==> config.mk <==
export PLATFORM = sky130hd
export DESIGN_NAME = reorder_buffer
export DESIGN_NICKNAME = d
export VERILOG_FILES = /design/src/rtl/rob_pkg.sv /design/src/rtl/reorder_buffer.sv /design/src/rtl/rob_ram.sv /design/src/rtl/rob_ctrl.sv /design/src/rtl/rob_datapath.sv
export SDC_FILE = /design/constraint.sdc
export NUM_CORES = 2
export LEC_CHECK = 0
export ABC_CLOCK_PERIOD_IN_PS = 8400
export BUFFER_PORTS_ARGS = -buffer_cell sky130_fd_sc_hd__buf_2
export CAP_MARGIN = 20
export CORE_MARGIN = 1
export CORE_UTILIZATION = 57
export DETAILED_ROUTE_END_ITERATION = 7
export PLACE_DENSITY = 0.76
export SKIP_CTS_REPAIR_TIMING = 1
export SLEW_MARGIN = 10
export SYNTH_ARGS = -nofsm -noshare
export SYNTH_HDL_FRONTEND = slang
export SYNTH_SLANG_ARGS = --single-unit
==> constraint.sdc <==
create_clock -name clock -period 8.4 [get_ports clock]
set_input_delay 1.68 -clock clock [delete_from_list [all_inputs] [get_ports clock]]
set_output_delay 1.68 -clock clock [all_outputs]
set_load 0.01 [all_outputs]
==> src/rtl/rob_pkg.sv <==
// rob_pkg: shared types, constants and ring-pointer helpers for the reorder buffer.
// Used by rob_ctrl, rob_datapath and reorder_buffer. No dependencies.

package rob_pkg;

   localparam int DEPTH  = 32;
   localparam int PTR_W  = (DEPTH > 1) ? $clog2(DEPTH) : 1;
   localparam int SLOT_W = 5;

   localparam logic [2:0] KIND_ALLOC    = 3'd0;
   localparam logic [2:0] KIND_COMPLETE = 3'd1;
   localparam logic [2:0] KIND_RETIRE   = 3'd2;
   localparam logic [2:0] KIND_FLUSH    = 3'd3;
   localparam logic [2:0] KIND_READ     = 3'd4;

   localparam logic [1:0] ST_FREE  = 2'd0;
   localparam logic [1:0] ST_ALLOC = 2'd1;
   localparam logic [1:0] ST_DONE  = 2'd2;

   typedef logic [PTR_W-1:0] ptr_type;

   typedef struct packed {
      logic [2:0]         kind;
      logic [31:0]        pc;
      logic [7:0]         tag;
      logic [3:0]         flags;
      logic [3:0]         status_code;
      logic signed [31:0] value;
      logic [4:0]         slot;
   } rob_req_type;

   typedef struct packed {
      logic               ok;
      logic [4:0]         slot_out;
      logic [31:0]        out_pc;
      logic signed [31:0] out_value;
      logic [3:0]         out_flags;
      logic [3:0]         out_status;
      logic               is_full;
      logic               is_empty;
   } rob_rsp_type;

   typedef struct packed {
      logic [31:0] pc;
      logic [7:0]  tag;
   } rob_key_type;

   typedef struct packed {
      logic [3:0]         flags;
      logic [3:0]         status_code;
      logic signed [31:0] value;
   } rob_data_type;

   localparam int KEY_W  = $bits(rob_key_type);
   localparam int DATA_W = $bits(rob_data_type);

   // controller -> datapath
   typedef struct packed {
      logic latch;
      logic alloc;
      logic flush;
      logic reply_nop;
      logic read_head;
      logic read_slot;
      logic scan_first;
      logic scan_next;
      logic scan_hit;
      logic reply_retire;
      logic reply_read;
   } rob_cmd_type;

   // datapath -> controller
   typedef struct packed {
      logic empty;
      logic scan_match;
      logic scan_last;
   } rob_sts_type;

   function automatic ptr_type ring_next(input ptr_type i);
      if (i == ptr_type'(DEPTH - 1)) begin
         return '0;
      end
      return i + ptr_type'(1);
   endfunction

   // forward distance from h to i around the ring
   function automatic ptr_type ring_dist(input ptr_type i, input ptr_type h);
      logic [PTR_W:0] sum;
      sum = {1'b0, i} + (PTR_W + 1)'(DEPTH) - {1'b0, h};
      if (sum >= (PTR_W + 1)'(DEPTH)) begin
         sum = sum - (PTR_W + 1)'(DEPTH);
      end
      return ptr_type'(sum);
   endfunction

   function automatic logic slot_in_range(input logic [SLOT_W-1:0] s);
      return int'(s) < DEPTH;
   endfunction

   function automatic ptr_type to_ptr(input logic [SLOT_W-1:0] s);
      return ptr_type'(s);
   endfunction

   function automatic logic [SLOT_W-1:0] to_slot(input ptr_type p);
      return SLOT_W'(p);
   endfunction

endpackage

==> src/rtl/reorder_buffer.sv <==
// reorder_buffer: circular reorder buffer, top level.
// Depends on rob_pkg, rob_ctrl, rob_datapath (and rob_ram through the datapath).
//
//   channel   ports                        direction  handshake
//   request   start, busy, req_item        in         taken when start && !busy
//   response  rsp_valid, rsp_item          out        one-cycle strobe, no backpressure
//
// Allocate, flush, unknown kinds, and retire/complete on an empty buffer: the
// response appears the cycle after the request and busy stays low.
// Retire and read flags: one RAM read, busy in S_RETIRE or S_READ, then a registered response.
// Complete: entries are compared one per cycle from the head (one RAM read port),
// busy while the scan runs; at most DEPTH entries are checked.
// Synchronous reset empties the buffer; entry contents are not cleared.

module reorder_buffer (
   input  logic                 clock,
   input  logic                 reset,
   input  logic                 start,
   output logic                 busy,
   input  rob_pkg::rob_req_type req_item,
   output logic                 rsp_valid,
   output rob_pkg::rob_rsp_type rsp_item
);
   import rob_pkg::*;

   rob_cmd_type cmd;
   rob_sts_type sts;

   rob_ctrl u_ctrl (
      .clock   (clock),
      .reset   (reset),
      .start   (start),
      .req_kind(req_item.kind),
      .sts     (sts),
      .cmd     (cmd),
      .busy    (busy)
   );

   rob_datapath u_datapath (
      .clock    (clock),
      .reset    (reset),
      .req_item (req_item),
      .cmd      (cmd),
      .sts      (sts),
      .rsp_valid(rsp_valid),
      .rsp_item (rsp_item)
   );

endmodule

==> src/rtl/rob_ram.sv <==
// rob_ram: generic single-write, single-read RAM with registered read data.
// No dependencies.

module rob_ram #(
   parameter int WIDTH = 8,
   parameter int DEPTH = 32
) (
   input  logic                     clock,
   input  logic                     wr_en,
   input  logic [$clog2(DEPTH)-1:0] wr_addr,
   input  logic [WIDTH-1:0]         wr_data,
   input  logic [$clog2(DEPTH)-1:0] rd_addr,
   output logic [WIDTH-1:0]         rd_data
);

   logic [WIDTH-1:0] mem_ff [DEPTH];
   logic [WIDTH-1:0] rd_data_ff;

   always_ff @(posedge clock) begin
      if (wr_en) begin
         mem_ff[wr_addr] <= wr_data;
      end
      rd_data_ff <= mem_ff[rd_addr];
   end

   assign rd_data = rd_data_ff;

endmodule

==> src/rtl/rob_ctrl.sv <==
// rob_ctrl: request sequencer for the reorder buffer.
// Depends on rob_pkg; drives rob_datapath through rob_cmd_type.

module rob_ctrl (
   input  logic                 clock,
   input  logic                 reset,
   input  logic                 start,
   input  logic [2:0]           req_kind,
   input  rob_pkg::rob_sts_type sts,
   output rob_pkg::rob_cmd_type cmd,
   output logic                 busy
);
   import rob_pkg::*;

   localparam logic [1:0] S_IDLE   = 2'd0;
   localparam logic [1:0] S_RETIRE = 2'd1;
   localparam logic [1:0] S_READ   = 2'd2;
   localparam logic [1:0] S_SCAN   = 2'd3;

   logic [1:0] state_ff;
   logic [1:0] state_in;

   always_comb begin
      state_in = state_ff;
      cmd      = '0;
      unique case (state_ff)
         S_IDLE: begin
            if (start) begin
               cmd.latch = 1'b1;
               unique case (req_kind)
                  KIND_ALLOC: cmd.alloc = 1'b1;
                  KIND_FLUSH: cmd.flush = 1'b1;
                  KIND_COMPLETE: begin
                     if (sts.empty) begin
                        cmd.reply_nop = 1'b1;
                     end else begin
                        cmd.scan_first = 1'b1;
                        state_in       = S_SCAN;
                     end
                  end
                  KIND_RETIRE: begin
                     if (sts.empty) begin
                        cmd.reply_nop = 1'b1;
                     end else begin
                        cmd.read_head = 1'b1;
                        state_in      = S_RETIRE;
                     end
                  end
                  KIND_READ: begin
                     cmd.read_slot = 1'b1;
                     state_in      = S_READ;
                  end
                  default: cmd.reply_nop = 1'b1;
               endcase
            end
         end
         S_RETIRE: begin
            cmd.reply_retire = 1'b1;
            state_in         = S_IDLE;
         end
         S_READ: begin
            cmd.reply_read = 1'b1;
            state_in       = S_IDLE;
         end
         S_SCAN: begin
            if (sts.scan_match) begin
               cmd.scan_hit = 1'b1;
               state_in     = S_IDLE;
            end else if (sts.scan_last) begin
               cmd.reply_nop = 1'b1;
               state_in      = S_IDLE;
            end else begin
               cmd.scan_next = 1'b1;
            end
         end
         default: state_in = S_IDLE;
      endcase
   end

   always_ff @(posedge clock) begin
      if (reset) begin
         state_ff <= S_IDLE;
      end else begin
         state_ff <= state_in;
      end
   end

   assign busy = (state_ff != S_IDLE);

endmodule

==> src/rtl/rob_datapath.sv <==
// rob_datapath: ring pointers, entry state flags, entry RAMs and response register.
// Depends on rob_pkg and rob_ram; controlled by rob_ctrl.

module rob_datapath (
   input  logic                 clock,
   input  logic                 reset,
   input  rob_pkg::rob_req_type req_item,
   input  rob_pkg::rob_cmd_type cmd,
   output rob_pkg::rob_sts_type sts,
   output logic                 rsp_valid,
   output rob_pkg::rob_rsp_type rsp_item
);
   import rob_pkg::*;

   ptr_type      head_ff, head_in;
   ptr_type      tail_ff, tail_in;
   logic         empty_ff, empty_in;
   logic [1:0]   state_ff [DEPTH];
   logic [1:0]   state_in [DEPTH];
   ptr_type      scan_ff, scan_in;
   rob_req_type  req_ff, req_in;
   rob_rsp_type  rsp_ff, rsp_in;
   logic         rsp_valid_ff, rsp_valid_in;

   logic         key_we, data_we;
   ptr_type      key_wa, data_wa, rd_addr;
   rob_key_type  key_wd, key_rd;
   rob_data_type data_wd, data_rd;

   logic         full_now;
   logic         flush_ok;
   ptr_type      port_ptr;
   ptr_type      dist_port, dist_tail;
   logic [DEPTH-1:0] flush_kill;

   assign port_ptr  = to_ptr(req_item.slot);
   assign dist_port = ring_dist(port_ptr, head_ff);
   assign dist_tail = ring_dist(tail_ff, head_ff);
   assign full_now  = !empty_ff && (ring_next(tail_ff) == head_ff);
   assign flush_ok  = slot_in_range(req_item.slot) && !empty_ff && (dist_port <= dist_tail);

   always_comb begin
      for (int i = 0; i < DEPTH; i++) begin
         flush_kill[i] = (ring_dist(ptr_type'(i), head_ff) > dist_port) &&
                         (ring_dist(ptr_type'(i), head_ff) <= dist_tail);
      end
   end

   always_comb begin
      if (cmd.read_head || cmd.scan_first) begin
         rd_addr = head_ff;
      end else if (cmd.read_slot) begin
         rd_addr = port_ptr;
      end else if (cmd.scan_next) begin
         rd_addr = ring_next(scan_ff);
      end else begin
         rd_addr = scan_ff;
      end
   end

   always_comb begin
      head_in      = head_ff;
      tail_in      = tail_ff;
      empty_in     = empty_ff;
      state_in     = state_ff;
      scan_in      = scan_ff;
      req_in       = cmd.latch ? req_item : req_ff;
      key_we       = 1'b0;
      key_wa       = tail_ff;
      key_wd       = {req_item.pc, req_item.tag};
      data_we      = 1'b0;
      data_wa      = scan_ff;
      data_wd      = '0;
      rsp_valid_in = 1'b0;
      rsp_in       = '0;

      if (cmd.alloc) begin
         rsp_valid_in = 1'b1;
         if (!full_now) begin
            if (empty_ff) begin
               head_in  = '0;
               tail_in  = '0;
               empty_in = 1'b0;
            end else begin
               tail_in = ring_next(tail_ff);
            end
            state_in[tail_in] = ST_ALLOC;
            key_we          = 1'b1;
            key_wa          = tail_in;
            data_we         = 1'b1;
            data_wa         = tail_in;
            rsp_in.ok       = 1'b1;
            rsp_in.slot_out = to_slot(tail_in);
         end
      end

      if (cmd.flush) begin
         rsp_valid_in = 1'b1;
         if (flush_ok) begin
            for (int i = 0; i < DEPTH; i++) begin
               if (flush_kill[i]) begin
                  state_in[i] = ST_FREE;
               end
            end
            tail_in   = port_ptr;
            rsp_in.ok = 1'b1;
         end
      end

      if (cmd.scan_first) begin
         scan_in = head_ff;
      end
      if (cmd.scan_next) begin
         scan_in = ring_next(scan_ff);
      end

      if (cmd.scan_hit) begin
         rsp_valid_in      = 1'b1;
         data_we           = 1'b1;
         data_wa           = scan_ff;
         data_wd           = {req_ff.flags, req_ff.status_code, req_ff.value};
         state_in[scan_ff] = ST_DONE;
         rsp_in.ok         = 1'b1;
         rsp_in.slot_out   = to_slot(scan_ff);
      end

      if (cmd.reply_retire) begin
         rsp_valid_in      = 1'b1;
         rsp_in.ok         = 1'b1;
         rsp_in.slot_out   = to_slot(head_ff);
         rsp_in.out_pc     = key_rd.pc;
         rsp_in.out_value  = data_rd.value;
         rsp_in.out_flags  = data_rd.flags;
         rsp_in.out_status = data_rd.status_code;
         state_in[head_ff] = ST_FREE;
         if (head_ff == tail_ff) begin
            empty_in = 1'b1;
            head_in  = '0;
            tail_in  = '0;
         end else begin
            head_in = ring_next(head_ff);
         end
      end

      if (cmd.reply_read) begin
         rsp_valid_in = 1'b1;
         if (slot_in_range(req_ff.slot) && (state_ff[to_ptr(req_ff.slot)] != ST_FREE)) begin
            rsp_in.ok        = 1'b1;
            rsp_in.out_flags = data_rd.flags;
         end
      end

      if (cmd.reply_nop) begin
         rsp_valid_in = 1'b1;
      end

      rsp_in.is_empty = empty_in;
      rsp_in.is_full  = !empty_in && (ring_next(tail_in) == head_in);
   end

   always_ff @(posedge clock) begin
      if (reset) begin
         head_ff      <= '0;
         tail_ff      <= '0;
         empty_ff     <= 1'b1;
         rsp_valid_ff <= 1'b0;
         for (int i = 0; i < DEPTH; i++) begin
            state_ff[i] <= ST_FREE;
         end
      end else begin
         head_ff      <= head_in;
         tail_ff      <= tail_in;
         empty_ff     <= empty_in;
         rsp_valid_ff <= rsp_valid_in;
         state_ff     <= state_in;
      end
   end

   always_ff @(posedge clock) begin
      scan_ff <= scan_in;
      req_ff  <= req_in;
      rsp_ff  <= rsp_in;
   end

   rob_ram #(
      .WIDTH(KEY_W),
      .DEPTH(DEPTH)
   ) u_key_ram (
      .clock  (clock),
      .wr_en  (key_we),
      .wr_addr(key_wa),
      .wr_data(key_wd),
      .rd_addr(rd_addr),
      .rd_data(key_rd)
   );

   rob_ram #(
      .WIDTH(DATA_W),
      .DEPTH(DEPTH)
   ) u_data_ram (
      .clock  (clock),
      .wr_en  (data_we),
      .wr_addr(data_wa),
      .wr_data(data_wd),
      .rd_addr(rd_addr),
      .rd_data(data_rd)
   );

   assign sts.empty      = empty_ff;
   assign sts.scan_match = (state_ff[scan_ff] != ST_FREE) &&
                           (key_rd == {req_ff.pc, req_ff.tag});
   assign sts.scan_last  = (scan_ff == tail_ff);

   assign rsp_valid = rsp_valid_ff;
   assign rsp_item  = rsp_ff;

endmodule
Yosys cells after proc, flatten, opt, wreduce, memory -nomap -nowiden
Memory sizes are Yosys's and may differ from the RTL's. A register that Yosys moved wholly into a read port is not among the register bits.
Index checks and enable logic that the tools add are counted.
{"block": "word_totals", "regBits": 248, "latchBits": 0, "ramBits": 2560, "romBits": 0, "in_bits": 91, "n_memories": 2}
{"block": "classes", "n_addsub": 74, "multipliers": 0, "div_mod_pow": 0, "magnitude_cmp": 106, "eq_ne": 21, "shift": 0, "mux": 183, "bitwise_logic": 12, "n_reduce_logical": 52}
{"name": "u_datapath.u_data_ram.mem_ff", "words": 32, "width": 40, "rd": 1, "rd_clocked_by_memory_dff": 1, "wr": 1, "line": "rob_ram.sv:16", "text": "logic [WIDTH-1:0] mem_ff [DEPTH];"}
{"name": "u_datapath.u_key_ram.mem_ff", "words": 32, "width": 40, "rd": 1, "rd_clocked_by_memory_dff": 1, "wr": 1, "line": "rob_ram.sv:16"}
{"cell": "$mux W64", "count": 6}
{"cell": "$mux W5", "count": 66}
{"cell": "$ge A6 B6 Y1 const B", "count": 38}
{"cell": "$sub A6 B5 Y6 const A", "count": 32}
{"cell": "$sub A5 B1 Y5 const B", "count": 34}
{"cell": "$le A5 B5 Y1", "count": 33}
{"cell": "$gt A5 B5 Y1", "count": 32}
{"cell": "$mux W2", "count": 45}
{"cell": "$mux W78", "count": 1}
{"cell": "$and A32 B32 Y32", "count": 2}
{"cell": "$and A64 B64 Y64", "count": 1}
{"cell": "$not A32 Y32", "count": 2}
{"cell": "$not A64 Y64", "count": 1}
{"cell": "$or A32 B32 Y32", "count": 2}
{"cell": "$mux W1", "count": 47}
{"cell": "$eq A40 B40 Y1", "count": 1}
{"cell": "$mux W40", "count": 1}
{"cell": "$logic_and A1 B1 Y1", "count": 39}
{"cell": "$demux W2 S5", "count": 3}
{"cell": "$not A5 Y6", "count": 4}
{"cell": "$add A5 B1 Y5 const B", "count": 4}
{"cell": "$bmux W2 S5", "count": 2}
{"cell": "$eq A5 B5 Y1", "count": 4}
{"cell": "$eq A5 B5 Y1 const B", "count": 4}
{"cell": "other kinds (25)", "count": 44}

Logic depth before layout (Yosys ltp)
{"block": "logic_depth", "word_depth": 27, "mapped_depth": 22, "ltp_nobuf": 21}

Hierarchy
A second synthesis with hierarchy kept.
{"block": "unflattened", "cells_unflattened": 7152, "area_unflattened_um2": 115952.5}
{"module": "rob_ram", "instances": 2, "cells_per_inst": 2813, "area_each_um2": 50564.7, "seq_area_each_um2": 39237.6}
{"module": "rob_datapath", "instances": 1, "cells_per_inst": 1486, "area_each_um2": 14542.7, "seq_area_each_um2": 5825.6}
{"module": "rob_ctrl", "instances": 1, "cells_per_inst": 40, "area_each_um2": 280.3, "seq_area_each_um2": 40.0}

Worst setup path before layout
OpenSTA, ideal clock, no wires.
{"block": "synth_path", "path_kind": "input to register", "startpoint": "input port start", "endpoint": "memory u_datapath.u_data_ram.mem_ff[29][0] (netlist bit), enable pin", "setup_ns": 0.438, "arrival_time_ns": 8.003, "setup_slack_ns": -0.040, "cell_stages": 10, "path_cell_list": "and2_1 clkbuf_1 nand3b_1 nor2_1 clkbuf_1 nand2_1 nor3_1 a21oi_1 or2_2 nor2_1"}
{"block": "synth_between", "elab_chain_len": 6}
{"item": "from (decl)", "line": "reorder_buffer.sv:18", "text": "input logic start,"}
{"item": "$mux W7 (*)", "line": "rob_ctrl.sv:28", "text": "if (start) begin"}
{"item": "$mux W3 (*)", "line": "rob_ctrl.sv:26", "text": "unique case (state_ff)"}
{"item": "$mux W1", "line": "rob_datapath.sv:77", "text": "if (cmd.alloc) begin"}
{"item": "$mux W1", "line": "rob_datapath.sv:117", "text": "if (cmd.scan_hit) begin"}
{"item": "$mux W1", "line": "rob_ram.sv:20", "text": "if (wr_en) begin"}
{"item": "$mux W1 (implied by the code)", "line": "rob_ram.sv:21", "text": "mem_ff[wr_addr] <= wr_data;"}
{"item": "to (decl)", "line": "rob_ram.sv:16"}
Mark *: on every way between the ends. The rest lies on a longest branch, timed or not.

Worst setup path in the final report
{"block": "layout_path", "startpoint": "register u_datapath.u_key_ram.rd_data_ff[18], in the netlist u_datapath.u_key_ram.rd_data[18] (read register of u_datapath.u_key_ram.mem_ff)", "endpoint": "register u_datapath.u_key_ram.rd_data_ff[26], in the netlist u_datapath.u_key_ram.rd_data[26] (read register of u_datapath.u_key_ram.mem_ff)"}
{"block": "layout_between", "elab_chain_len": 7}
{"item": "from (decl)", "line": "rob_ram.sv:17", "text": "logic [WIDTH-1:0] rd_data_ff;"}
{"item": "$eq A40 B40 Y1", "line": "rob_datapath.sv:211", "text": "(key_rd == {req_ff.pc, req_ff.tag});"}
{"item": "$logic_and A1 B1 Y1", "line": "rob_datapath.sv:210", "text": "assign sts.scan_match = (state_ff[scan_ff] != ST_FREE) &&"}
{"item": "$mux W1", "line": "rob_ctrl.sv:66", "text": "if (sts.scan_match) begin"}
{"item": "$mux W2", "line": "rob_ctrl.sv:26"}
{"item": "$mux W5", "line": "rob_datapath.sv:54", "text": "end else if (cmd.scan_next) begin"}
{"item": "$mux W5", "line": "rob_datapath.sv:52", "text": "end else if (cmd.read_slot) begin"}
{"item": "$mux W5", "line": "rob_datapath.sv:50", "text": "if (cmd.read_head || cmd.scan_first) begin"}
No other way between the ends.
A chain may end at the register's enable or synchronous reset.

==> summary.md <==
| Metric | Value |
|---|---|
| Outcome | finished clean |
| Place WS | roughly 2.1 ns |
| Via/cell ratio | ~6.6 |
| Count of different cell masters after synthesis | 89 |
| Worst Slack Setup Final | between 2 and 2.5 ns |
| Slew Viols, Final | 0 |
| Worst R2R Path Depth | 13 |
| Commonest cells after routing, fill and taps aside | 2650 x edfxtp_1, 1932 x nand2_1, 1017 x nand3_1 |
| Remaining DRCs | 0 |
| Clock Skew | approximately 0.083 ns |
| CP max stage cell | nor4_2 |
| Crit Path Category | register to register |
| First-pass GRT wire length | around 500 mm |
| GP Congestion | between 0.9 and 1 |
| FMAX | between 150 and 200 MHz |
| Top_reg_cell synth | edfxtp_1 |
| Final setup fails | 0 |
| Worst slew margin | around 15% |
| Reg2Reg Launch Point | u_datapath.u_key_ram.rd_data[18] |
| Largest net degree at the start of global routing | ~130 |
| Fillers | 14000 |
| Final hold vios | 0 |
| Io pins | between 150 and 200 |
| Number of antenna violations at the first check in global routing | 39 |
| Share of layout cells above drive strength 1 | 11.1% |
| Worst flop-to-flop path endpoint | u_datapath.u_key_ram.rd_data[26] |
| TNS Setup | 0 ns |
| Worst path bufs/invs | 2 |
| Clock Pin Slew Worst Setup and Hold Paths | about 0.060 ns |
| Max Root-Sink Buffers | 4 |
| Hold path startpoint | u_datapath.u_data_ram.rd_data[25] |
| Non-filler cells, final | approximately 12000 |
| Max-Cap Viols | 0 |
| Post-synth design cell area | about 0.12 sq mm |
| Routed vias | between 70000 and 80000 |
| Vias in the first global route | approximately 75000 |
| Sequential share of the synthesized area | between 70% and 80% |
| Minimum clock period | around 6.1 ns |
| PortBufs | roughly 170 |
| Pwr Total | roughly 0.03 W |
| Post-Syn Instances | approximately 8800 |
| CTS tree | yes |
| Cell Chain, Critical Path | xor2_1 > nor4_1 > buf_4 > nand4_1 > nor4_2 > o22ai_4 > mux2i_1 > or3_4 > nor2_4 > buf_4 > nand2_1 > o22ai_1 > or4_1 |
| Syn_area_per_cell | about 13 sq um |
| Routed WL per cell | around 30 um |
| RSZ-0062 raised after global routing | no |
| CTS buffer count | 305 |
| Post-Place Cell Area | about 0.12 sq mm |
| Placed cells | around 11000 |
| Final Instance Area | roughly 0.13 sq mm |
| Synth warnings | 0 |
| Worst slew pin tran | ~1.3 ns |
| HP Class | register to register |
| Clock Latency Late Sink | between 0.9 and 1 ns |
| CP Launch Type | register |
| Crit-path leading delay family | simple AND/OR/NAND/NOR gates |
| Most common cell after layout, fill and taps aside | edfxtp_1 |
| Reg2reg setup slack | 2.25 ns |
| CTS H-tree lvls | 5 |
| GRT Residual Overflow | 0 |
| Crit Path Max Fanout | 21 |
| Arrival time worst endpoint | 6.92 ns |
| Static leakage | slightly below 50 nW |
| Hold Path Stages | 1 |
| Final period util | 73.2% |
| Syn Nets | approximately 9000 |
| Data required, critical path | a little over 9 ns |
| Remaining antenna violation count | 0 |
| End of the worst hold path | u_datapath.rsp_item[35] |
| Dpl hpwl | 207 mm |
| Area Growth Syn to Fin | 12.6% |
| Die area | slightly above 0.2 sq mm |
| Worst path most repeated cell | buf_4 |
| Sink Count | between 2000 and 3000 |
| Core Region | a little over 0.2 sq mm |
| Initial Util | between 50% and 60% |
| CP Capture Type | register |
| Async SR Flop Fraction | 0% |
| Yosys reg bits | between 2000 and 3000 |
| Peak supply drop | between 200 and 300 uV |
| GRT Resource Usage Total | between 30% and 40% |
| Drt first-iter violations | between 10000 and 15000 |
| Root buf cell | clkbuf_16 |
| Pwr dens | 234 mW/mm^2 |
| Chip Height | around 460 um |
| Post-synth EDFFs | ~2700 |
| DR pass1 iterations | 6 |
| Final wirelength | around 350 mm |
| Row cnt | 166 |
| Final nets | a little over 9000 |
| Slowest Stage Delay on Critical Path | about 0.72 ns |
| Die W | around 460 um |
## routing by layer
layer  vias to the layer above  wire, um  GRT usage, %
li1                      33300         -             -
met2                      5732    159000          50.2
met5                         -       185             0
met1                     38600    126000          44.4
met3                      1017     44600          7.55
met4                        28     20400          17.7
## cells by family (layout without fill, tap and decap cells)
logic type / after synthesis / after routing / share of synthesized area, %
other: 0 / 16 / 0
adder cells (fa/ha/maj): 164 / 164 / 1.72
buffers and inverters: 594 / 1035 / 2.34
AO/OA/AOI/OAI: 1161 / 1161 / 6.59
XOR/XNOR: 87 / 87 / 0.650
AND/OR/NAND/NOR: 3642 / 3642 / 13.7
multiplexers: 312 / 312 / 3.03
flip-flops: 2888 / 2888 / 71.9
## state kept, by name, indices dropped and copies added, names as in the netlist
name	count
u_datapath.u_data_ram.rd_data	40
u_datapath.scan_ff	5
u_datapath.u_data_ram.mem_ff	1280
u_datapath.rsp_item	80
u_datapath.u_key_ram.mem_ff	1280
u_datapath.empty_ff	1
u_datapath.rsp_valid	1
u_ctrl.state_ff	2
u_datapath.head_ff	5
u_datapath.tail_ff	5
u_datapath.u_key_ram.rd_data	40
u_datapath.req_ff	85
u_datapath.state_ff	64
## through the flow
step	hold slack, ns	util (%)
after CTS	0.434	64.4
after detailed placement	0.419	59.6
after global routing	0.448	64.5
after global placement	0.420	59.6
after floorplan	0.412	-
final	0.434	64.5
## worst max-delay path by stage
stage	startpoint	depth (start not counted)	to	slack (ns)
CTS	u_datapath.req_ff[59]	11	u_datapath.u_data_ram.mem_ff[25][10]	2.31
global placement	start	10	u_datapath.u_data_ram.mem_ff[5][25]	2.18
finish	u_datapath.u_key_ram.rd_data[18]	13	u_datapath.u_key_ram.rd_data[26]	2.25
global route	u_datapath.u_key_ram.rd_data[18]	13	u_datapath.u_data_ram.rd_data[23]	2.25
detailed placement	start	10	u_datapath.u_data_ram.mem_ff[6][19]	2.14
floorplan	start	10	u_datapath.u_data_ram.mem_ff[29][0]	1.50
## report_power, final
part | internal (W) | switching, W | leakage, nW
clock network | 0.00787 | 0.00545 | 4.77
logic | 0.000486 | 0.00130 | 14.5
registers | 0.0157 | 0.000114 | 29.0
total | 0.0241 | 0.00686 | 48.3
## layout make-up
cell class / count / area (sq um) / share of cell area, %
Antenna cell: 16 / 40.0 / 0.0303
Tap cell: 2688 / 3360 / 2.55
Inverter: 69 / 259 / 0.196
Clock inverter: 126 / 1330 / 1.01
Sequential cell: 2888 / 84300 / 63.9
Clock buffer: 411 / 8410 / 6.37
Multi-Input combinational cell: 5366 / 30900 / 23.4
Timing Repair Buffer: 429 / 3370 / 2.55
## cell usage after synthesis, types with 32 or more instances
cell | n | area share [%]
xor2_1 | 44 | 0.33
a211oi_1 | 60 | 0.38
a21oi_1 | 404 | 1.7
a21o_1 | 61 | 0.39
a221oi_1 | 75 | 0.56
a22oi_1 | 54 | 0.35
a22o_1 | 33 | 0.25
nor3_1 | 46 | 0.20
nor2b_1 | 32 | 0.17
xnor2_1 | 43 | 0.32
inv_1 | 64 | 0.20
clkbuf_1 | 240 | 0.77
o22ai_1 | 53 | 0.28
buf_2 | 193 | 0.82
buf_1 | 32 | 0.10
and2_1 | 120 | 0.64
buf_4 | 48 | 0.31
nor2_1 | 237 | 0.76
mux2i_1 | 252 | 2.2
nand3_1 | 1017 | 4.3
o21ai_0 | 82 | 0.35
ha_1 | 142 | 1.5
nand4_1 | 53 | 0.28
or3_1 | 33 | 0.18
nand2_1 | 1933 | 6.2
edfxtp_1 | 2650 | 68
a31oi_1 | 91 | 0.49
and3_1 | 76 | 0.41
dfxtp_1 | 238 | 4.1
## worst reg2reg max path: stages, from the launching register on
cell	delay [ns]
dfxtp_1	0.51
xor2_1	0.33
nor4_1	0.46
buf_4	0.24
nand4_1	0.11
nor4_2	0.72
o22ai_4	0.38
mux2i_1	0.53
or3_4	0.65
nor2_4	0.29
buf_4	0.33
nand2_1	0.65
o22ai_1	0.28
or4_1	0.53
Note: power is estimated with default switching activity, not from simulation.
